## src/rtl/sfsr_pkg.sv

```systemverilog
package sfsr_pkg;

  localparam logic [2:0] KIND_TICK       = 3'd0;
  localparam logic [2:0] KIND_SET_SPEED  = 3'd1;
  localparam logic [2:0] KIND_SET_TARGET = 3'd2;
  localparam logic [2:0] KIND_SET_ANGLE  = 3'd3;
  localparam logic [2:0] KIND_SET_LIMIT  = 3'd4;

  localparam int DIV_NW     = 22;
  localparam int DIV_DW     = 16;
  localparam int STEP_CNT_W = $clog2(DIV_NW);

  localparam int RPM_LOW   = 30;
  localparam int RPM_HIGH  = 300;
  localparam int DUTY_SPAN = 85;
  localparam int DUTY_DEN  = RPM_HIGH - RPM_LOW;
  localparam int ANGLE_DEN = 400;

  localparam int DUTY_RSH    = 29;
  localparam int DUTY_RECIP  = ((1 << DUTY_RSH) + DUTY_DEN - 1) / DUTY_DEN;
  localparam int ANGLE_RSH   = 26;
  localparam int ANGLE_RECIP = ((1 << ANGLE_RSH) + ANGLE_DEN - 1) / ANGLE_DEN;

  localparam logic [DIV_NW-1:0] PERIOD_NUM   = DIV_NW'(150000);
  localparam logic [19:0]       PERIOD_IDLE  = 20'd1000000;
  localparam logic [19:0]       PERIOD_RESET = 20'd1000;
  localparam logic [7:0]        DUTY_BASE    = 8'd150;
  localparam logic [16:0]       ANGLE_MOD    = 17'(ANGLE_DEN);
  localparam logic [2:0]        RAMP_LAST    = 3'd5;

  typedef struct packed {
    logic [2:0]         kind;
    logic signed [15:0] rpm;
    logic [15:0]        new_angle;
    logic signed [15:0] step_count;
  } cmd_t;

  typedef struct packed {
    logic [3:0]         coils;
    logic [7:0]         duty;
    logic [19:0]        period_us;
    logic signed [15:0] cur_speed;
    logic [15:0]        cur_angle;
    logic signed [15:0] steps_left;
  } res_t;

  typedef enum logic [1:0] {
    ST_IDLE,
    ST_LOAD,
    ST_DIVIDE,
    ST_COMMIT
  } state_t;

  typedef struct packed {
    logic capture;
    logic load;
    logic step;
    logic commit;
  } ctl_cmd_t;

  typedef struct packed {
    logic div_last;
  } ctl_sts_t;

  function automatic logic [3:0] phase_coils(input logic [1:0] ph);
    logic [3:0] c;
    case (ph)
      2'd0:    c = 4'd5;
      2'd1:    c = 4'd6;
      2'd2:    c = 4'd10;
      2'd3:    c = 4'd9;
      default: c = 4'd0;
    endcase
    return c;
  endfunction

endpackage

```

## src/rtl/sfsr_div_lane.sv

```systemverilog
module sfsr_div_lane #(
  parameter int NW = sfsr_pkg::DIV_NW,
  parameter int DW = sfsr_pkg::DIV_DW
) (
  input  logic          clk,
  input  logic          load,
  input  logic          step,
  input  logic [NW-1:0] num,
  input  logic [DW-1:0] den,
  output logic [NW-1:0] quo,
  output logic [DW-1:0] rem
);

  logic [NW-1:0] acc;
  logic [DW-1:0] part;
  logic [DW-1:0] den_r;
  logic [DW:0]   trial;
  logic [DW:0]   diff;
  logic          fits;

  always_comb begin
    trial = {part, acc[NW-1]};
    diff  = trial - {1'b0, den_r};
    fits  = trial >= {1'b0, den_r};
  end

  always_ff @(posedge clk) begin
    if (load) begin
      acc   <= num;
      part  <= '0;
      den_r <= den;
    end else if (step) begin
      acc  <= {acc[NW-2:0], fits};
      part <= fits ? diff[DW-1:0] : trial[DW-1:0];
    end
  end

  assign quo = acc;
  assign rem = part;

endmodule

```

## src/rtl/sfsr_datapath.sv

```systemverilog
module sfsr_datapath (
  input  logic                clk,
  input  logic                rst,
  input  sfsr_pkg::cmd_t      cmd_data,
  input  sfsr_pkg::ctl_cmd_t  ctl,
  output sfsr_pkg::ctl_sts_t  sts,
  output sfsr_pkg::res_t      res_data
);
  import sfsr_pkg::*;

  cmd_t               item;
  logic signed [15:0] speed_now;
  logic signed [15:0] speed_goal;
  logic signed [15:0] limit_left;
  logic [15:0]        angle_count;
  logic [1:0]         phase;
  logic [2:0]         ramp_count;
  logic [3:0]         coil_bits;
  logic [7:0]         duty_reg;
  logic [19:0]        period_reg;
  logic [STEP_CNT_W-1:0] step_cnt;
  res_t               res;

  logic signed [15:0] speed_next;
  logic signed [15:0] goal_next;
  logic signed [15:0] limit_next;
  logic [15:0]        angle_next;
  logic [1:0]         phase_next;
  logic [2:0]         ramp_next;
  logic [3:0]         coils_next;
  logic [7:0]         duty_next;
  logic [19:0]        period_next;

  logic               do_apply;
  logic               tick_coils;
  logic signed [15:0] apply_rpm;

  logic signed [16:0] duty_off;
  logic signed [23:0] duty_prod;
  logic [23:0]        duty_mag;
  logic [DIV_NW-1:0]  duty_mag_r;
  logic               duty_neg;
  logic [42:0]        duty_scaled;
  logic [7:0]         duty_quo;
  logic [7:0]         duty_q8;
  logic [7:0]         duty_calc;

  logic [16:0]        ang_num;
  logic [34:0]        ang_scaled;
  logic [7:0]         ang_quo;
  logic [16:0]        ang_back;
  logic [16:0]        ang_diff;

  logic [DIV_NW-1:0]  per_num;
  logic [DIV_DW-1:0]  per_den;
  logic [DIV_NW-1:0]  per_quo;
  logic [DIV_DW-1:0]  per_rem;

  always_comb begin
    goal_next   = speed_goal;
    limit_next  = limit_left;
    angle_next  = angle_count;
    phase_next  = phase;
    ramp_next   = ramp_count;
    do_apply    = 1'b0;
    tick_coils  = 1'b0;
    apply_rpm   = speed_now;
    case (item.kind)
      KIND_TICK: begin
        if (speed_now != 16'sd0) begin
          angle_next = ang_diff[15:0];
          if (limit_left == 16'sd0) begin
            if (speed_now > 16'sd0) begin
              do_apply  = 1'b1;
              apply_rpm = 16'sd0;
            end
          end else begin
            if (limit_left > 16'sd0) begin
              limit_next = limit_left - 16'sd1;
            end
            if (speed_goal != speed_now) begin
              if (ramp_count > RAMP_LAST) begin
                do_apply  = 1'b1;
                apply_rpm = (speed_goal > speed_now) ? speed_now + 16'sd1
                                                     : speed_now - 16'sd1;
                ramp_next = 3'd0;
              end else begin
                ramp_next = ramp_count + 3'd1;
              end
            end
            phase_next = phase + 2'd1;
            tick_coils = 1'b1;
          end
        end
      end
      KIND_SET_SPEED: begin
        goal_next = item.rpm;
        do_apply  = 1'b1;
        apply_rpm = item.rpm;
      end
      KIND_SET_TARGET: begin
        goal_next = item.rpm;
      end
      KIND_SET_ANGLE: begin
        angle_next = item.new_angle;
      end
      KIND_SET_LIMIT: begin
        limit_next = item.step_count;
      end
      default: begin
      end
    endcase
  end

  always_comb begin
    duty_off    = {apply_rpm[15], apply_rpm} - 17'(RPM_LOW);
    duty_prod   = 24'(duty_off) * 24'(DUTY_SPAN);
    duty_mag    = duty_prod[23] ? 24'(-duty_prod) : 24'(duty_prod);
    duty_scaled = 43'(duty_mag_r) * 43'(DUTY_RECIP);
    duty_q8     = duty_neg ? 8'(-duty_quo) : duty_quo;
    duty_calc   = DUTY_BASE + duty_q8;
    per_num     = PERIOD_NUM;
    per_den     = (apply_rpm > 16'sd0) ? DIV_DW'(apply_rpm) : DIV_DW'(1);
    ang_num     = {1'b0, angle_count} + 17'd1;
    ang_scaled  = 35'(ang_num) * 35'(ANGLE_RECIP);
    ang_back    = {9'd0, ang_quo} * ANGLE_MOD;
    ang_diff    = ang_num - ang_back;
  end

  always_comb begin
    speed_next  = speed_now;
    coils_next  = coil_bits;
    duty_next   = duty_reg;
    period_next = period_reg;
    if (do_apply) begin
      speed_next  = apply_rpm;
      period_next = (apply_rpm > 16'sd0) ? per_quo[19:0] : PERIOD_IDLE;
      if (apply_rpm == 16'sd0) begin
        duty_next  = 8'd0;
        coils_next = 4'd0;
      end else begin
        duty_next = duty_calc;
      end
    end
    if (tick_coils) begin
      coils_next = phase_coils(phase_next);
    end
  end

  sfsr_div_lane #(.NW(DIV_NW), .DW(DIV_DW)) u_per_div (
    .clk  (clk),
    .load (ctl.load),
    .step (ctl.step),
    .num  (per_num),
    .den  (per_den),
    .quo  (per_quo),
    .rem  (per_rem)
  );

  always_ff @(posedge clk) begin
    if (ctl.capture) begin
      item <= cmd_data;
    end
    if (ctl.load) begin
      duty_mag_r <= duty_mag[DIV_NW-1:0];
      duty_neg   <= duty_prod[23];
    end
    if (ctl.step) begin
      duty_quo <= duty_scaled[DUTY_RSH +: 8];
      ang_quo  <= ang_scaled[ANGLE_RSH +: 8];
    end
    if (ctl.commit) begin
      res.coils      <= coils_next;
      res.duty       <= duty_next;
      res.period_us  <= period_next;
      res.cur_speed  <= speed_next;
      res.cur_angle  <= angle_next;
      res.steps_left <= limit_next;
    end
  end

  always_ff @(posedge clk) begin
    if (rst) begin
      speed_now   <= 16'sd0;
      speed_goal  <= 16'sd0;
      limit_left  <= -16'sd1;
      angle_count <= 16'd0;
      phase       <= 2'd0;
      ramp_count  <= 3'd0;
      coil_bits   <= 4'd0;
      duty_reg    <= 8'd0;
      period_reg  <= PERIOD_RESET;
      step_cnt    <= '0;
    end else begin
      if (ctl.load) begin
        step_cnt <= '0;
      end else if (ctl.step) begin
        step_cnt <= step_cnt + STEP_CNT_W'(1);
      end
      if (ctl.commit) begin
        speed_now   <= speed_next;
        speed_goal  <= goal_next;
        limit_left  <= limit_next;
        angle_count <= angle_next;
        phase       <= phase_next;
        ramp_count  <= ramp_next;
        coil_bits   <= coils_next;
        duty_reg    <= duty_next;
        period_reg  <= period_next;
      end
    end
  end

  assign sts.div_last = (step_cnt == STEP_CNT_W'(DIV_NW - 1));
  assign res_data     = res;

  a_load_clears_count: assert property (@(posedge clk) disable iff (rst)
    ctl.load |=> step_cnt == '0)
    else $error("step count not cleared by load");

  a_idle_tick_holds_speed: assert property (@(posedge clk) disable iff (rst)
    (ctl.commit && item.kind == KIND_TICK && speed_now == 16'sd0) |=> $stable(speed_now))
    else $error("tick at rest changed speed");

  a_tick_angle_wraps: assert property (@(posedge clk) disable iff (rst)
    (ctl.commit && item.kind == KIND_TICK && speed_now != 16'sd0)
      |=> angle_count < 16'd400)
    else $error("angle out of range after step");

endmodule

```

## src/rtl/sfsr_ctrl.sv

```systemverilog
module sfsr_ctrl (
  input  logic                clk,
  input  logic                rst,
  input  logic                cmd_valid,
  output logic                cmd_stall,
  output logic                res_valid,
  input  logic                res_stall,
  input  sfsr_pkg::ctl_sts_t  sts,
  output sfsr_pkg::ctl_cmd_t  ctl
);
  import sfsr_pkg::*;

  state_t state;
  state_t state_next;
  logic   res_free;

  assign res_free = !res_valid || !res_stall;

  always_comb begin
    state_next = state;
    case (state)
      ST_IDLE:   if (cmd_valid) state_next = ST_LOAD;
      ST_LOAD:   state_next = ST_DIVIDE;
      ST_DIVIDE: if (sts.div_last) state_next = ST_COMMIT;
      ST_COMMIT: if (res_free) state_next = ST_IDLE;
      default:   state_next = ST_IDLE;
    endcase
  end

  always_comb begin
    ctl       = '0;
    cmd_stall = 1'b1;
    case (state)
      ST_IDLE: begin
        cmd_stall   = 1'b0;
        ctl.capture = cmd_valid;
      end
      ST_LOAD:   ctl.load = 1'b1;
      ST_DIVIDE: ctl.step = 1'b1;
      ST_COMMIT: ctl.commit = res_free;
      default: begin
      end
    endcase
  end

  always_ff @(posedge clk) begin
    if (rst) begin
      state     <= ST_IDLE;
      res_valid <= 1'b0;
    end else begin
      state     <= state_next;
      res_valid <= ctl.commit || (res_valid && res_stall);
    end
  end

  a_accept_starts_load: assert property (@(posedge clk) disable iff (rst)
    (state == ST_IDLE && cmd_valid) |=> state == ST_LOAD)
    else $error("accepted beat did not start a load");

  a_commit_shows_result: assert property (@(posedge clk) disable iff (rst)
    ctl.commit |=> res_valid)
    else $error("commit without result beat");

  a_divide_runs_out: assert property (@(posedge clk) disable iff (rst)
    (state == ST_DIVIDE && !sts.div_last) |=> state == ST_DIVIDE)
    else $error("divide left early");

endmodule

```

## src/rtl/stepper_full_step_ramp_driver.sv

```systemverilog
// Channel   Valid       Stall       Payload
// command   cmd_valid   cmd_stall   cmd_data (kind, rpm, new_angle, step_count)
// result    res_valid   res_stall   res_data (coils, duty, period_us, cur_speed,
//                                              cur_angle, steps_left)
//
// A command is taken only once the previous one is through: the accept cycle, an operand load,
// the restoring period divider (duty and angle wrap products settle meanwhile) and a commit.
// The next command is taken once the prior result is latched, even while
// that beat is stalled; a stalled result beat holds commit and with it the command channel.
// Synchronous reset zeroes speed, target, angle, phase, ramp count, coils and duty, sets the
// step limit to unlimited and the period to 1000 us.
module stepper_full_step_ramp_driver (
  input  logic            clk,
  input  logic            rst,
  input  logic            cmd_valid,
  output logic            cmd_stall,
  input  sfsr_pkg::cmd_t  cmd_data,
  output logic            res_valid,
  input  logic            res_stall,
  output sfsr_pkg::res_t  res_data
);
  import sfsr_pkg::*;

  ctl_cmd_t ctl;
  ctl_sts_t sts;

  sfsr_ctrl u_ctrl (
    .clk       (clk),
    .rst       (rst),
    .cmd_valid (cmd_valid),
    .cmd_stall (cmd_stall),
    .res_valid (res_valid),
    .res_stall (res_stall),
    .sts       (sts),
    .ctl       (ctl)
  );

  sfsr_datapath u_datapath (
    .clk      (clk),
    .rst      (rst),
    .cmd_data (cmd_data),
    .ctl      (ctl),
    .sts      (sts),
    .res_data (res_data)
  );

endmodule

```

## config.mk

```make
export PLATFORM = sky130hd
export DESIGN_NAME = stepper_full_step_ramp_driver
export DESIGN_NICKNAME = d
export VERILOG_FILES = /design/src/rtl/sfsr_pkg.sv /design/src/rtl/sfsr_div_lane.sv /design/src/rtl/sfsr_datapath.sv /design/src/rtl/sfsr_ctrl.sv /design/src/rtl/stepper_full_step_ramp_driver.sv
export SDC_FILE = /design/constraint.sdc
export NUM_CORES = 2
export LEC_CHECK = 0
export BUFFER_PORTS_ARGS = -buffer_cell sky130_fd_sc_hd__buf_2
export CAP_MARGIN = 25
export CORE_UTILIZATION = 25
export CTS_CLUSTER_SIZE = 10
export DETAILED_ROUTE_END_ITERATION = 10
export PLACE_DENSITY_LB_ADDON = 0.25
export SLEW_MARGIN = 5
export SYNTH_ARGS = -nofsm -noshare
export SYNTH_HDL_FRONTEND = slang
export SYNTH_SLANG_ARGS = --single-unit
```

## constraint.sdc

```tcl
create_clock -name clk -period 15.1 [get_ports clk]
set_clock_uncertainty 0.2 [all_clocks]
set_input_delay 1.51 -clock clk [delete_from_list [all_inputs] [get_ports clk]]
set_output_delay 1.51 -clock clk [all_outputs]
set_load 0.005 [all_outputs]
```

==> metrics.txt <==
# TYPE chip_impl_metric gauge
chip_impl_metric{name="critical_path.max_fanout",unit=""} 17
chip_impl_metric{name="placedCellCount",unit=""} 5173
chip_impl_metric{name="wire_length_of_the_first_global_routing_pass",unit="um"} 141000
chip_impl_metric{name="fin_tns_setup",unit="ps"} 0
chip_impl_info{name="hold_end",value="u_datapath.period_reg[1]"} 1
chip_impl_metric{name="wl",unit="um"} 87500
chip_impl_metric{name="floorplan.die_area",unit="um^2"} 134000
chip_impl_metric{name="min_period_over_period",unit=""} 0.780
chip_impl_info{name="setup_crit_end_kind",value="flip-flop"} 1
chip_impl_metric{name="vias_per_cell",unit=""} 4.40
chip_impl_metric{name="post_synthesis_cell_type_count",unit=""} 94
chip_impl_metric{name="hold_buffers",unit=""} 0
chip_impl_info{name="cts_tree",value="done"} 1
chip_impl_metric{name="finalMaxSlewViolations",unit=""} 0
chip_impl_info{name="cts_root_buffer_type",value="sky130_fd_sc_hd__clkbuf_16"} 1
chip_impl_metric{name="vias",unit=""} 23100
chip_impl_info{name="critical-path-slowest-cell",value="sky130_fd_sc_hd__a2111oi_0"} 1
chip_impl_metric{name="area.growth.synth_to_final",unit="%"} 12.6
chip_impl_metric{name="syn-cell-area",unit="um^2"} 33000
chip_impl_metric{name="min_path_cells",unit=""} 2
chip_impl_metric{name="gr-usage-all-layers",unit=""} 0.134
chip_impl_metric{name="hpwl_after_detailed_placement",unit="um"} 69400
chip_impl_info{name="critical_path.most_common_cell",value="sky130_fd_sc_hd__ha_1"} 1
chip_impl_metric{name="number_of_instances_in_the_synthesized_netlist",unit=""} 3337
chip_impl_info{name="min-delay-start",value="u_datapath.period_reg[1]"} 1
chip_impl_metric{name="async_reset_ff_frac",unit=""} 0
chip_impl_info{name="synth_flop_cell",value="sky130_fd_sc_hd__edfxtp_1"} 1
chip_impl_metric{name="die_h",unit="um"} 365
chip_impl_metric{name="clockBufferDepth",unit=""} 3
chip_impl_info{name="synth_commonest_cells",value="sky130_fd_sc_hd__inv_1 (642), sky130_fd_sc_hd__ha_1 (491), sky130_fd_sc_hd__fa_1 (344)"} 1
chip_impl_metric{name="cts_made_buffers",unit=""} 41
chip_impl_metric{name="dieWidth",unit="um"} 365
chip_impl_info{name="setup.worst_path.start_class",value="flip-flop"} 1
chip_impl_metric{name="cts_resized",unit=""} 0
chip_impl_metric{name="largest_reg_flops",unit=""} 80
chip_impl_metric{name="final_min_period",unit="ps"} 11780
chip_impl_metric{name="postCtsSetupRepairBufs",unit=""} 0
chip_impl_metric{name="diodes",unit=""} 0
chip_impl_metric{name="ys.warnings.count",unit=""} 0
chip_impl_info{name="regToRegEndpoint",value="u_datapath.duty_mag_r[21]"} 1
chip_impl_metric{name="globalplace.congestion",unit=""} 0.861
chip_impl_metric{name="route.antenna.remaining_nets",unit=""} 0
chip_impl_metric{name="num-fill-cells",unit=""} 13700
chip_impl_metric{name="globalRouteOverflowTotal",unit=""} 0
chip_impl_metric{name="timing.final.setup_violations",unit=""} 0
chip_impl_info{name="critPathKind",value="flip-flop to flip-flop"} 1
chip_impl_metric{name="max_cap_viol_count",unit=""} 0
chip_impl_metric{name="timing.slew.headroom",unit=""} 0.271
chip_impl_info{name="synth.area.top_cells",value="sky130_fd_sc_hd__fa_1 (21%), sky130_fd_sc_hd__ha_1 (19%), sky130_fd_sc_hd__edfxtp_1 (17%)"} 1
chip_impl_info{name="synth_most_common_cell",value="sky130_fd_sc_hd__inv_1"} 1
chip_impl_metric{name="core_region_area",unit="um^2"} 130000
chip_impl_metric{name="ys_ff_latch",unit=""} 333
chip_impl_metric{name="critPathRequiredTime",unit="ps"} 15200
chip_impl_metric{name="initial_utilization",unit=""} 0.253
chip_impl_metric{name="path_clk_slew",unit="ps"} 60
chip_impl_metric{name="io_buffers",unit=""} 136
chip_impl_metric{name="synth-edff-count",unit=""} 186
chip_impl_metric{name="drt-initial-drc-count",unit=""} 1119
chip_impl_metric{name="report.final.hold_viol_count",unit=""} 0
chip_impl_metric{name="layout.nets",unit=""} 4366
chip_impl_metric{name="grt_max_degree",unit=""} 80
chip_impl_metric{name="setup.reg_to_reg.worst_slack",unit="ps"} 3320
chip_impl_info{name="reg2reg_from",value="u_datapath.speed_now[15]"} 1
chip_impl_metric{name="clock-sinks",unit=""} 333
chip_impl_metric{name="synth-seq-area-share",unit=""} 0.258
chip_impl_metric{name="post-route-drc-count",unit=""} 0
chip_impl_metric{name="max_freq",unit="MHz"} 84.9
chip_impl_metric{name="detail_route.wl_per_cell",unit="um"} 16.7
chip_impl_metric{name="layoutNonFillerInstCount",unit=""} 5251
chip_impl_metric{name="final_layout_size_suffix_gt1_frac",unit=""} 0.0824
chip_impl_metric{name="worst_ep_arrival_time",unit="ps"} 11890
chip_impl_metric{name="worst-slew-pin-transition",unit="ps"} 1070
chip_impl_metric{name="slowest_delay",unit="ps"} 950
chip_impl_metric{name="synthDominantCellAreaShare",unit=""} 0.209
chip_impl_metric{name="h-tree-depth",unit=""} 2
chip_impl_info{name="outcome",value="finished, final reports clean"} 1
chip_impl_metric{name="std_cell_rows",unit=""} 132
chip_impl_metric{name="antenna_found_initial",unit=""} 4
chip_impl_metric{name="number_of_global_route_vias_before_repair",unit=""} 24500
chip_impl_metric{name="worstRegToRegCells",unit=""} 33
chip_impl_metric{name="ios",unit=""} 137
chip_impl_metric{name="syn_avg_cell_area",unit="um^2"} 9.90
chip_impl_info{name="yosysTopAreaCell",value="sky130_fd_sc_hd__fa_1"} 1
chip_impl_info{name="worstHoldPathType",value="flip-flop to flip-flop"} 1
chip_impl_metric{name="synth_fp_nets",unit=""} 4227
chip_impl_metric{name="clk-insertion-delay-late",unit="ps"} 570
chip_impl_metric{name="drt_pass1_iterations",unit=""} 7
chip_impl_info{name="rsz0062_at_grt",value="false"} 1
[cells by family after synthesis]
logic type	count (synthesis)	synth area share
xor+xnor	133	0.0353
buf+inv	729	0.0839
flops	333	0.258
fa+ha+maj	835	0.395
simple gates	753	0.110
other cells	1	0.000114
compound gates	508	0.104
mux	45	0.0137
[cell type report]
cell class | instances | area, um^2 | share of cell area
timing repair buffer | 180 | 1030 | 0.0277
inverter | 645 | 2430 | 0.0652
clock buffer | 70 | 1210 | 0.0325
sequential | 333 | 8530 | 0.229
multi-input combinational | 2275 | 21800 | 0.585
tap | 1742 | 2180 | 0.0586
clock inverter | 6 | 56.3 | 0.00151
[routing by layer]
metal	GRT usage	vias to the layer above	wire length (um)
met4	0.0238	2	1370
met5	0	-	13
met3	0.0120	83	2340
met2	0.217	337	39800
met1	0.194	11200	44000
li1	-	11500	-
[worst max-delay path, delay by kind of cell, from the launching register on]
family / cells / cell delay, ps
AOI/OAI and AO/OA: 12 / 4670
adders and majority gates: 7 / 2780
and+or+nand+nor: 7 / 2200
xor gates and xnor gates: 3 / 810
DFF: 1 / 520
buffers and inverters: 4 / 350
[through the flow]
step           setup WS (ps)  hold slack (ps)  utilization  area [um^2]
6_report                3320              251        0.285        37200
2_1_floorplan           5160              237            -        33000
3_3_place_gp            3620              243        0.275        35900
3_5_place_dp            3360              247        0.276        35900
5_1_grt                 2530              272        0.285        37200
4_1_cts                 3290              254        0.285        37200
[worst max-delay path by stage]
stage                                        start                   endpoint  depth (start not counted)
after floorplan           u_datapath.speed_now[13]  u_datapath.duty_mag_r[21]                         33
after global placement    u_datapath.speed_now[15]  u_datapath.duty_mag_r[21]                         33
after detailed placement  u_datapath.speed_now[15]  u_datapath.duty_mag_r[21]                         33
after CTS                 u_datapath.speed_now[15]  u_datapath.duty_mag_r[21]                         33
after global routing      u_datapath.speed_now[15]  u_datapath.duty_mag_r[21]                         33
final                     u_datapath.speed_now[15]  u_datapath.duty_mag_r[21]                         33
[cells in the final DEF, fill, tap and decap left out, types with 15 or more instances in the layout]
cell type,count
sky130_fd_sc_hd__nand4_1,18
sky130_fd_sc_hd__inv_1,641
sky130_fd_sc_hd__nand3_1,60
sky130_fd_sc_hd__nor3_1,54
sky130_fd_sc_hd__a21oi_1,119
sky130_fd_sc_hd__a22oi_1,15
sky130_fd_sc_hd__and2_1,22
sky130_fd_sc_hd__fa_1,344
sky130_fd_sc_hd__nor2_1,236
sky130_fd_sc_hd__clkbuf_16,43
sky130_fd_sc_hd__ha_1,489
sky130_fd_sc_hd__o31ai_1,21
sky130_fd_sc_hd__mux2i_1,44
sky130_fd_sc_hd__o21a_1,15
sky130_fd_sc_hd__nand2_1,209
sky130_fd_sc_hd__a211o_1,17
sky130_fd_sc_hd__o21ai_0,102
sky130_fd_sc_hd__or3_1,26
sky130_fd_sc_hd__buf_4,43
sky130_fd_sc_hd__xor2_1,56
sky130_fd_sc_hd__dfxtp_1,147
sky130_fd_sc_hd__clkbuf_1,24
sky130_fd_sc_hd__xnor2_1,77
sky130_fd_sc_hd__o211ai_1,17
sky130_fd_sc_hd__edfxtp_1,186
sky130_fd_sc_hd__buf_2,135
sky130_fd_sc_hd__a211oi_1,38
sky130_fd_sc_hd__a21o_1,32
sky130_fd_sc_hd__nor2b_1,22
Power is left out: the tool's default activity adds up to more than one toggle a clock period on the data nets, which glitch-free logic cannot reach.
